[src/hw/rtl/srg_pkg.sv]
`timescale 1ns / 1ps
// Shared types and constants for the shuffled random generator.
package srg_pkg;

  localparam logic [14:0] LCG_MUL = 15'd16807;
  localparam logic [30:0] LCG_MOD = 31'h7FFF_FFFF;
  localparam int          RECIP_SHIFT = 37;

  typedef enum logic [3:0] {
    ST_IDLE,
    ST_RUN_MUL,
    ST_RUN_FOLD,
    ST_FIX_A,
    ST_FIX_B,
    ST_MUL,
    ST_FOLD,
    ST_SLOT_A,
    ST_SLOT_B
  } state_t;

  typedef struct packed {
    logic load_seed;
    logic cnt_load;
    logic step;
    logic fill;
    logic req;
    logic slot_load;
  } cmd_t;

  typedef struct packed {
    logic fresh;
    logic cnt_zero;
    logic out_free;
  } stat_t;

endpackage

[src/hw/rtl/srg_ram.sv]
`timescale 1ns / 1ps
// Generic simple dual-port RAM with registered read.
module srg_ram #(
  parameter int WIDTH = 31,
  parameter int DEPTH = 32
) (
  input  logic                     clk,
  input  logic                     we,
  input  logic [$clog2(DEPTH)-1:0] waddr,
  input  logic [WIDTH-1:0]         wdata,
  input  logic [$clog2(DEPTH)-1:0] raddr,
  output logic [WIDTH-1:0]         rdata
);

  logic [WIDTH-1:0] mem [DEPTH];

  always_ff @(posedge clk) begin
    if (we) begin
      mem[waddr] <= wdata;
    end
    rdata <= mem[raddr];
  end

endmodule

[src/hw/rtl/srg_datapath.sv]
`timescale 1ns / 1ps
// Datapath: generator, shuffle table, slot divider and output register.
module srg_datapath #(
  parameter int TABLE_DEPTH = 32
) (
  input  logic               clk,
  input  logic               rst,
  input  srg_pkg::cmd_t      cmd,
  output srg_pkg::stat_t     stat,
  input  logic               in_reseed,
  input  logic [30:0]        in_seed,
  output logic               out_valid,
  input  logic               out_ready,
  output logic [30:0]        out_value,
  output logic [4:0]         out_slot
);

  localparam int SW = $clog2(TABLE_DEPTH);
  localparam int CW = $clog2(TABLE_DEPTH + 8);
  localparam int QW = SW + 1;
  localparam logic [31:0] SLOT_DIV =
    32'(64'd1 + (64'd2147483646 / 64'(TABLE_DEPTH)));
  localparam logic [63:0] RECIP = (64'd1 << srg_pkg::RECIP_SHIFT) / 64'(SLOT_DIV);
  localparam int PW = srg_pkg::RECIP_SHIFT + QW;

  logic [30:0]     gen;
  logic [45:0]     prod;
  logic [30:0]     last_output;
  logic [PW-1:0]   qp;
  logic [SW-1:0]   slot;
  logic [CW-1:0]   cnt;

  logic [31:0]     fold_sum;
  logic [30:0]     gen_next;
  logic [30:0]     seed_pick;
  logic [QW-1:0]   q_est;
  logic [QW-1:0]   q_fix;
  logic [QW+31:0]  thr;
  logic [SW-1:0]   slot_next;
  logic            fill_we;
  logic            ram_we;
  logic [SW-1:0]   waddr;
  logic [30:0]     rdata;

  // x*16807 mod 2^31-1 by folding the high part onto the low part
  assign fold_sum = {1'b0, prod[30:0]} + 32'(prod[45:31]);
  assign gen_next = (fold_sum >= {1'b0, srg_pkg::LCG_MOD}) ?
                    31'(fold_sum - {1'b0, srg_pkg::LCG_MOD}) : fold_sum[30:0];

  assign seed_pick = !in_reseed ? 31'd1 : ((in_seed == '0) ? 31'd1 : in_seed);

  // slot = last_output / SLOT_DIV: reciprocal estimate plus one correction, clamped to TABLE_DEPTH-1
  assign q_est = qp[srg_pkg::RECIP_SHIFT +: QW];
  assign thr   = (QW+32)'(q_est + QW'(1)) * (QW+32)'(SLOT_DIV);
  assign q_fix = ((QW+32)'(last_output) >= thr) ? q_est + QW'(1) : q_est;
  assign slot_next = (q_fix > QW'(TABLE_DEPTH - 1)) ? SW'(TABLE_DEPTH - 1) : q_fix[SW-1:0];

  assign fill_we = cmd.fill && (cnt < CW'(TABLE_DEPTH));
  assign ram_we  = fill_we || cmd.req;
  assign waddr   = cmd.fill ? cnt[SW-1:0] : slot;

  srg_ram #(
    .WIDTH (31),
    .DEPTH (TABLE_DEPTH)
  ) u_table (
    .clk   (clk),
    .we    (ram_we),
    .waddr (waddr),
    .wdata (gen_next),
    .raddr (slot),
    .rdata (rdata)
  );

  always_ff @(posedge clk) begin
    prod <= 46'(gen) * 46'(srg_pkg::LCG_MUL);
    qp   <= PW'(last_output) * PW'(RECIP);
    if (cmd.slot_load) begin
      slot <= slot_next;
    end
    if (cmd.cnt_load) begin
      cnt <= CW'(TABLE_DEPTH + 7);
    end else if (cmd.fill && (cnt != '0)) begin
      cnt <= cnt - CW'(1);
    end
    if (cmd.req) begin
      out_value <= rdata;
      out_slot  <= 5'(slot);
    end
  end

  always_ff @(posedge clk) begin
    if (rst) begin
      gen         <= 31'd1;
      last_output <= '0;
      out_valid   <= 1'b0;
    end else begin
      if (cmd.load_seed) begin
        gen <= seed_pick;
      end else if (cmd.step) begin
        gen <= gen_next;
      end
      if (fill_we) begin
        last_output <= gen_next;
      end else if (cmd.req) begin
        last_output <= rdata;
      end
      if (cmd.req) begin
        out_valid <= 1'b1;
      end else if (out_ready) begin
        out_valid <= 1'b0;
      end
    end
  end

  assign stat.fresh    = in_reseed || (last_output == '0);
  assign stat.cnt_zero = (cnt == '0);
  assign stat.out_free = !out_valid || out_ready;

  a_no_overwrite: assert property (@(posedge clk) disable iff (rst)
    cmd.req && out_valid |-> out_ready)
    else $error("output beat overwritten while stalled");

  a_slot_range: assert property (@(posedge clk) disable iff (rst)
    cmd.slot_load |=> slot <= SW'(TABLE_DEPTH - 1))
    else $error("slot beyond table depth");

  a_gen_reduced: assert property (@(posedge clk) disable iff (rst)
    cmd.step |=> gen != srg_pkg::LCG_MOD)
    else $error("generator value not reduced");

endmodule

[src/hw/rtl/srg_ctrl.sv]
`timescale 1ns / 1ps
// Controller state machine for request handling and table refill runs.
module srg_ctrl (
  input  logic            clk,
  input  logic            rst,
  input  logic            in_valid,
  output logic            in_ready,
  input  srg_pkg::stat_t  stat,
  output srg_pkg::cmd_t   cmd
);

  srg_pkg::state_t state;
  srg_pkg::state_t state_next;
  logic            take;

  assign take = in_ready && in_valid;

  always_ff @(posedge clk) begin
    if (rst) begin
      state <= srg_pkg::ST_IDLE;
    end else begin
      state <= state_next;
    end
  end

  always_comb begin
    state_next = state;
    case (state)
      srg_pkg::ST_IDLE,
      srg_pkg::ST_SLOT_B: begin
        if (in_valid) begin
          state_next = stat.fresh ? srg_pkg::ST_RUN_MUL : srg_pkg::ST_MUL;
        end else begin
          state_next = srg_pkg::ST_IDLE;
        end
      end
      srg_pkg::ST_RUN_MUL:  state_next = srg_pkg::ST_RUN_FOLD;
      srg_pkg::ST_RUN_FOLD: begin
        state_next = stat.cnt_zero ? srg_pkg::ST_FIX_A : srg_pkg::ST_RUN_MUL;
      end
      srg_pkg::ST_FIX_A:    state_next = srg_pkg::ST_FIX_B;
      srg_pkg::ST_FIX_B:    state_next = srg_pkg::ST_MUL;
      srg_pkg::ST_MUL: begin
        if (stat.out_free) begin
          state_next = srg_pkg::ST_FOLD;
        end
      end
      srg_pkg::ST_FOLD:     state_next = srg_pkg::ST_SLOT_A;
      srg_pkg::ST_SLOT_A:   state_next = srg_pkg::ST_SLOT_B;
      default:              state_next = srg_pkg::ST_IDLE;
    endcase
  end

  always_comb begin
    in_ready = 1'b0;
    cmd      = '0;
    case (state)
      srg_pkg::ST_IDLE: begin
        in_ready = !rst;
      end
      srg_pkg::ST_SLOT_B: begin
        in_ready      = !rst;
        cmd.slot_load = 1'b1;
      end
      srg_pkg::ST_FIX_B: begin
        cmd.slot_load = 1'b1;
      end
      srg_pkg::ST_RUN_FOLD: begin
        cmd.step = 1'b1;
        cmd.fill = 1'b1;
      end
      srg_pkg::ST_FOLD: begin
        cmd.step = 1'b1;
        cmd.req  = 1'b1;
      end
      default: begin
        in_ready = 1'b0;
      end
    endcase
    cmd.load_seed = take && stat.fresh;
    cmd.cnt_load  = take && stat.fresh;
  end

endmodule

[src/hw/rtl/shuffled_lcg_random_generator_unit.sv]
`timescale 1ns / 1ps
// Top level of the shuffled minimal-standard random generator.
//
// Each beat on the s_axis channel requests one random integer; each beat on
// m_axis returns it with the shuffle table slot it came from. Divide the value
// by 2^31-1 for a uniform fraction.
// A request with tuser (reseed) set, or the first request after reset, first
// refills the table: TABLE_DEPTH+8 generator steps, each a multiply state and
// a fold state, then the slot division states FIX_A and FIX_B.
// Normal request: multiply, then fold and table update, which registers the
// result, then the reciprocal slot divider states SLOT_A and SLOT_B; the
// next request is accepted no earlier than SLOT_B, so requests do not overlap.
// One output register holds a finished result; if the receiver stalls, the
// next request is accepted and waits before its table update until the output
// register is free.
// Reset (synchronous, active high) sets the generator to 1 and marks the
// table empty, so the first request always refills. The table RAM needs no
// clearing pass.
module shuffled_lcg_random_generator_unit #(
  parameter int TABLE_DEPTH = 32
) (
  input  logic        clk,
  input  logic        rst,
  input  logic        s_axis_tvalid,
  output logic        s_axis_tready,
  input  logic [31:0] s_axis_tdata,   // [30:0] seed_magnitude, [31] zero
  input  logic        s_axis_tuser,   // [0] reseed
  output logic        m_axis_tvalid,
  input  logic        m_axis_tready,
  output logic [39:0] m_axis_tdata    // [30:0] random_value, [35:31] table_slot, zero above
);

  srg_pkg::cmd_t  cmd;
  srg_pkg::stat_t stat;
  logic [30:0]    out_value;
  logic [4:0]     out_slot;

  srg_ctrl u_ctrl (
    .clk      (clk),
    .rst      (rst),
    .in_valid (s_axis_tvalid),
    .in_ready (s_axis_tready),
    .stat     (stat),
    .cmd      (cmd)
  );

  srg_datapath #(
    .TABLE_DEPTH (TABLE_DEPTH)
  ) u_datapath (
    .clk       (clk),
    .rst       (rst),
    .cmd       (cmd),
    .stat      (stat),
    .in_reseed (s_axis_tuser),
    .in_seed   (s_axis_tdata[30:0]),
    .out_valid (m_axis_tvalid),
    .out_ready (m_axis_tready),
    .out_value (out_value),
    .out_slot  (out_slot)
  );

  assign m_axis_tdata = {4'b0000, out_slot, out_value};

endmodule
[config.mk]
export PLATFORM = sky130hd
export DESIGN_NAME = shuffled_lcg_random_generator_unit
export DESIGN_NICKNAME = d
export VERILOG_FILES = /design/src/hw/rtl/srg_pkg.sv /design/src/hw/rtl/srg_ram.sv /design/src/hw/rtl/srg_datapath.sv /design/src/hw/rtl/srg_ctrl.sv /design/src/hw/rtl/shuffled_lcg_random_generator_unit.sv
export SDC_FILE = /design/constraint.sdc
export NUM_CORES = 2
export LEC_CHECK = 0
export BUFFER_PORTS_ARGS = -buffer_cell sky130_fd_sc_hd__buf_2
export CAP_MARGIN = 10
export CORE_AREA = 5 5 405 308
export CTS_CLUSTER_SIZE = 24
export DETAILED_ROUTE_END_ITERATION = 6
export DIE_AREA = 0 0 410 313
export PLACE_DENSITY = 0.63
export SLEW_MARGIN = 10
export SYNTH_ARGS = -nofsm -noshare
export SYNTH_HDL_FRONTEND = slang
export SYNTH_SLANG_ARGS = --single-unit
[constraint.sdc]
create_clock -name clk -period 7.51 [get_ports clk]
set_input_delay 0.3755 -clock clk [delete_from_list [all_inputs] [get_ports clk]]
set_output_delay 0.3755 -clock clk [all_outputs]
set_load 0.05 [all_outputs]
==> summary by stage <==
Outcome
The run finished with clean final reports.

Yosys
The synthesized netlist devotes under 10% of its cell area to compound gates. The library cell occupying the most area in the post-synthesis netlist is edfxtp_1. The total standard cell area after synthesis is approximately 54000 sq um. After technology mapping, the gate count stands at between 3000 and 4000. After synthesis, the share of flip-flops with an asynchronous set or reset is 0%. After synthesis, the mean cell area works out to 17.0 sq um. The count of synthesis-stage warnings from yosys is 0. By count the netlist is led by edfxtp_1, inv_1, mux4_2. The simple-gate area share of the yosys netlist is 4.21%. The most frequently used cell type in the post-synthesis netlist is edfxtp_1.

After synthesis, the share of cell area in mux cells is between 10% and 20%. Summing the areas of all xor and xnor instances in the mapped netlist gives about 1.3% of the synthesized area. The top-area cell type share of the netlist area is around 58%. By area, the combinational part of the netlist is dominated by multiplexers. The synthesized-area fraction occupied by adder cells is 9.92%. The sequential share of the synthesized area is ~64%.

Yosys attributes the largest share of cell area to edfxtp_1, mux4_2, dfxtp_1. The prevailing post-synth register cell is edfxtp_1. In this run, synthesis inferred 1033 flip-flops with an integrated enable. Counting flops and latches in the post-synthesis netlist gives between 1000 and 1500. The number of distinct library cells after synthesis is between 80 and 90.

Drt
The detail route stage leaves a number of antenna-violating nets equal to 0. The routed length per instance is ~28 um. Using the TritonRoute via totals, the vias-per-cell ratio works out to about 5.8. The final routed wirelength across all metal layers is between 100000 and 150000 um. The detailed router's first-iteration violation count is 3409.

The detailed-route DRC error count is 0. The number of vias after detailed routing is approximately 30000. The first TritonRoute pass finished after 5 iterations.

Pwr
The net switching component of the power is approximately 0.0073 W. The power share of the combinational group is just over 30%. The switching part of the total is between 30% and 40%.

Cell internal power was estimated by the tool at around 0.014 W. The analysis attributes to cell leakage a power of approximately 22 nW. The clock network accounts for roughly 27% of the total power. For this design the ratio of total power to cell area is 357 nW/um^2. The peak supply drop is 0.383 mV.

The part of the total power dissipated in sequential elements is between 40% and 50%.

Floorplan
The I/O pin count is 79. The floorplan step defined a core boundary enclosing ~120000 sq um. The initial utilization of the core area, before any placement, comes to between 40% and 50%. The die footprint is around 130000 sq um. From left edge to right edge, the die measures roughly 400 um. The number of standard-cell rows in the floorplan is ~110. The die span in y is between 300 and 400 um.

Timing
The final total negative setup slack is 0 ps. Static timing analysis puts the maximum clock frequency at ~0.15 GHz. The number of failing hold endpoints at the final stage is 0. The ratio of final minimum period to clock period is about 90%. The worst path in the final design needs a cycle of a little under 7000 ps, including I/O delays and setup.

At the pin with the least slew margin, the transition time is 1350 ps. The max-slew violation count is 0. Setup repair after global routing left no endpoint under its margin. The worst path setup slack after routing is between 700 and 800 ps. The clock tree skew after final layout is between 80 and 90 ps. The number of setup violations in the final report is 0. Headroom to the max-slew limit came out at ~10%.

Critical path
The top fanout value on the critical path is 7. By startpoint and endpoint, the worst setup path is classified as reg2reg. The launch point of the critical path is u_datapath.gen[19]. For the worst flop-to-flop path, the logic depth is 24. The worst setup path is launched from a flop. The worst stage delay on the critical path is around 630 ps. STA puts the critical path data required time at 8130 ps. The critical path contains buffers and inverters numbering 6 combined.

The worst register-to-register path ends at u_datapath.prod[44]. For this design, the slowest cell found on the critical path is or4b_2. The family of cells with the greatest summed delay on the critical path is adder cells. The kind of capture point of the worst setup path is a flop. The worst register-to-register path begins at u_datapath.gen[19]. The worst register-to-register path has a setup slack of between 700 and 800 ps.

The cell seen most often among critical-path stages is inv_1. The critical path arrival is about 7400 ps. Traced cell by cell, the critical path runs through inv_1, fa_1, inv_1, ha_1, inv_1, fa_1, inv_1, fa_1, fa_1, inv_1, fa_1, inv_1, ha_1, a21o_1, a21o_1, a21o_1, a21oi_1, or4b_2, nand2_1, o211ai_1, a31oi_1, o21ai_0, nand2_1, xnor2_1.

Global routing
The initial antenna violation count is 5. The first global-routing pass estimated roughly 200000 um of wire. Entering global routing, the biggest net connects roughly 130 pins.

Global routing used roughly 22% of the available tracks across all layers. The global-route congestion overflow total is 0. The via count of the first global-routing pass is approximately 29000.

Worst hold path
The number of cells on the worst hold path is 4. The worst min-delay path class is in2reg. The startpoint identified for the worst hold timing path is s_axis_tdata[5]. The path with the worst hold slack has its endpoint at u_datapath.gen[5].

CTS
Counting every sink on the clock net gives between 1000 and 1500. The number of buffers on the longest clock path is 3. Clock-pin slew was measured on the worst setup and hold paths at roughly 70 ps. The total number of H-tree levels is 3. Clock tree synthesis selected as its root buffer the cell clkbuf_16. The clock reaches the later pin of the worst-skew pair after 770 ps. In this run, CTS created clock tree buffers numbering around 110.

The TritonCTS clock tree is built. After clock tree synthesis, the setup repair step added 0 buffers.

Placement
After detailed placement, the total cell area comes to around 57000 sq um. Input and output buffers added on the ports amount to 73. The placer congestion estimate is 0.868. OpenSTA, run right after detailed placement, puts the worst setup slack at slightly above 800 ps. The detailed-placement wirelength estimate is between 80000 and 90000 um.

Job
Max-cap violations in this run came to 0.

Finish
Relative to the synthesized area, the layout overhead comes to 13.1%. In the final layout, the share of cells above drive strength 1 is between 20% and 30%. The total non-filler cell area in the finished layout is roughly 61000 sq um. After the last flow step, the layout net total stands at 3712.
[worst max-delay path by stage]
stage / endpoint / slack [ps] / depth (start not counted)
finish: u_datapath.prod[44] / 740 / 24
global route: u_datapath.prod[44] / 380 / 24
CTS: u_datapath.prod[44] / 770 / 24
detailed placement: u_datapath.prod[44] / 820 / 24
global placement: u_datapath.prod[44] / 870 / 24
floorplan: u_datapath.prod[41] / 1620 / 23
[sequential cells by signal (all words and copies together), names as in the netlist]
name	flops
u_datapath.u_table.mem	992
u_datapath.prod	46
u_datapath.gen	31
u_datapath.last_output	31
u_datapath.out_value	31
u_datapath.u_table.rdata	31
u_datapath.cnt	6
u_datapath.out_slot	5
u_datapath.qp	5
u_datapath.slot	5
u_ctrl.state	4
u_datapath.out_valid	1
[per-stage QoR]
stage	utilization (%)	std cells	hold WS, ps	total power [W]
after floorplan	-	3157	344	0.0135
after global placement	46.9	4778	363	0.0158
after detailed placement	46.9	4778	361	0.0159
after CTS	50.3	5010	2.47	0.0218
after global routing	50.3	5011	35.3	0.0228
final	50.3	5011	47.1	0.0217
[layout by cell type (no fill, tap or decap), types with 21 or more instances in the layout]
master	synthesis	routed
a21oi_1	101	99
mux4_2	310	310
nor2_4	0	39
mux2_2	32	32
ha_1	211	211
fa_1	134	134
inv_1	310	309
nor3_1	31	31
xor2_1	23	22
clkbuf_1	89	24
nand3_1	56	56
clkbuf_16	0	112
dlygate4sd3_1	0	21
o21ai_0	32	32
dfxtp_1	155	155
a21o_1	35	35
a22oi_1	30	30
nor2_1	113	64
nand2_1	85	85
edfxtp_1	1033	1033
xnor2_1	56	50
buf_4	8	88
buf_2	2	73
[power by group through the flow]
| stage | Clock (W) | Combinational [W] | Sequential (W) |
|---|---|---|---|
| after floorplan | 0 | 0.00424 | 0.00928 |
| after global placement | 0 | 0.00645 | 0.00939 |
| after detailed placement | 0 | 0.00653 | 0.00939 |
| after CTS | 0.00596 | 0.00659 | 0.00925 |
| after global routing | 0.00625 | 0.00732 | 0.00927 |
| final | 0.00585 | 0.00656 | 0.00926 |
[area by class of cell]
class / instances / area, sq um
Fill cell: 9762 / 60000
Sequential cell: 1188 / 34100
Multi-Input combinational cell: 1535 / 18300
Clock buffer: 156 / 3170
Tap cell: 1582 / 1980
Timing Repair Buffer: 184 / 1280
Inverter: 310 / 1160
Clock inverter: 55 / 667
Antenna cell: 1 / 2.50
[worst reg2reg max path: cells and delay by family, from the launching register on]
kind	cells	cell delay, ps
adder cells (fa/ha/maj)	7	3090
AO/OA/AOI/OAI	7	1420
AND/OR/NAND/NOR	3	990
flip-flops	1	620
buffers and inverters	6	450
XOR/XNOR	1	60
[cell families (layout without fill, tap and decap cells)]
family                   after synthesis  count (layout)
flip-flops                          1188            1188
AND/OR/NAND/NOR                      437             437
buffers and inverters                434             705
adder cells (fa/ha/maj)              345             345
multiplexers                         345             345
AO/OA/AOI/OAI                        324             324
XOR/XNOR                              80              80
other                                  1               5
[routing by layer]
| metal | wire length [um] | GRT usage [%] |
|---|---|---|
| met2 | 60400 | 31.3 |
| met4 | 3350 | 5.25 |
| met1 | 62200 | 33.6 |
| met3 | 12900 | 4.80 |
| met5 | 34 | 0 |
[what timing repair did]
action | 4_1_cts | 5_1_grt
hold endpoints to repair | 20 | 0
hold buffers | 21 | 0
gates resized for setup | 0 | 0
No activity file was read; power rests on OpenSTA's default activity.
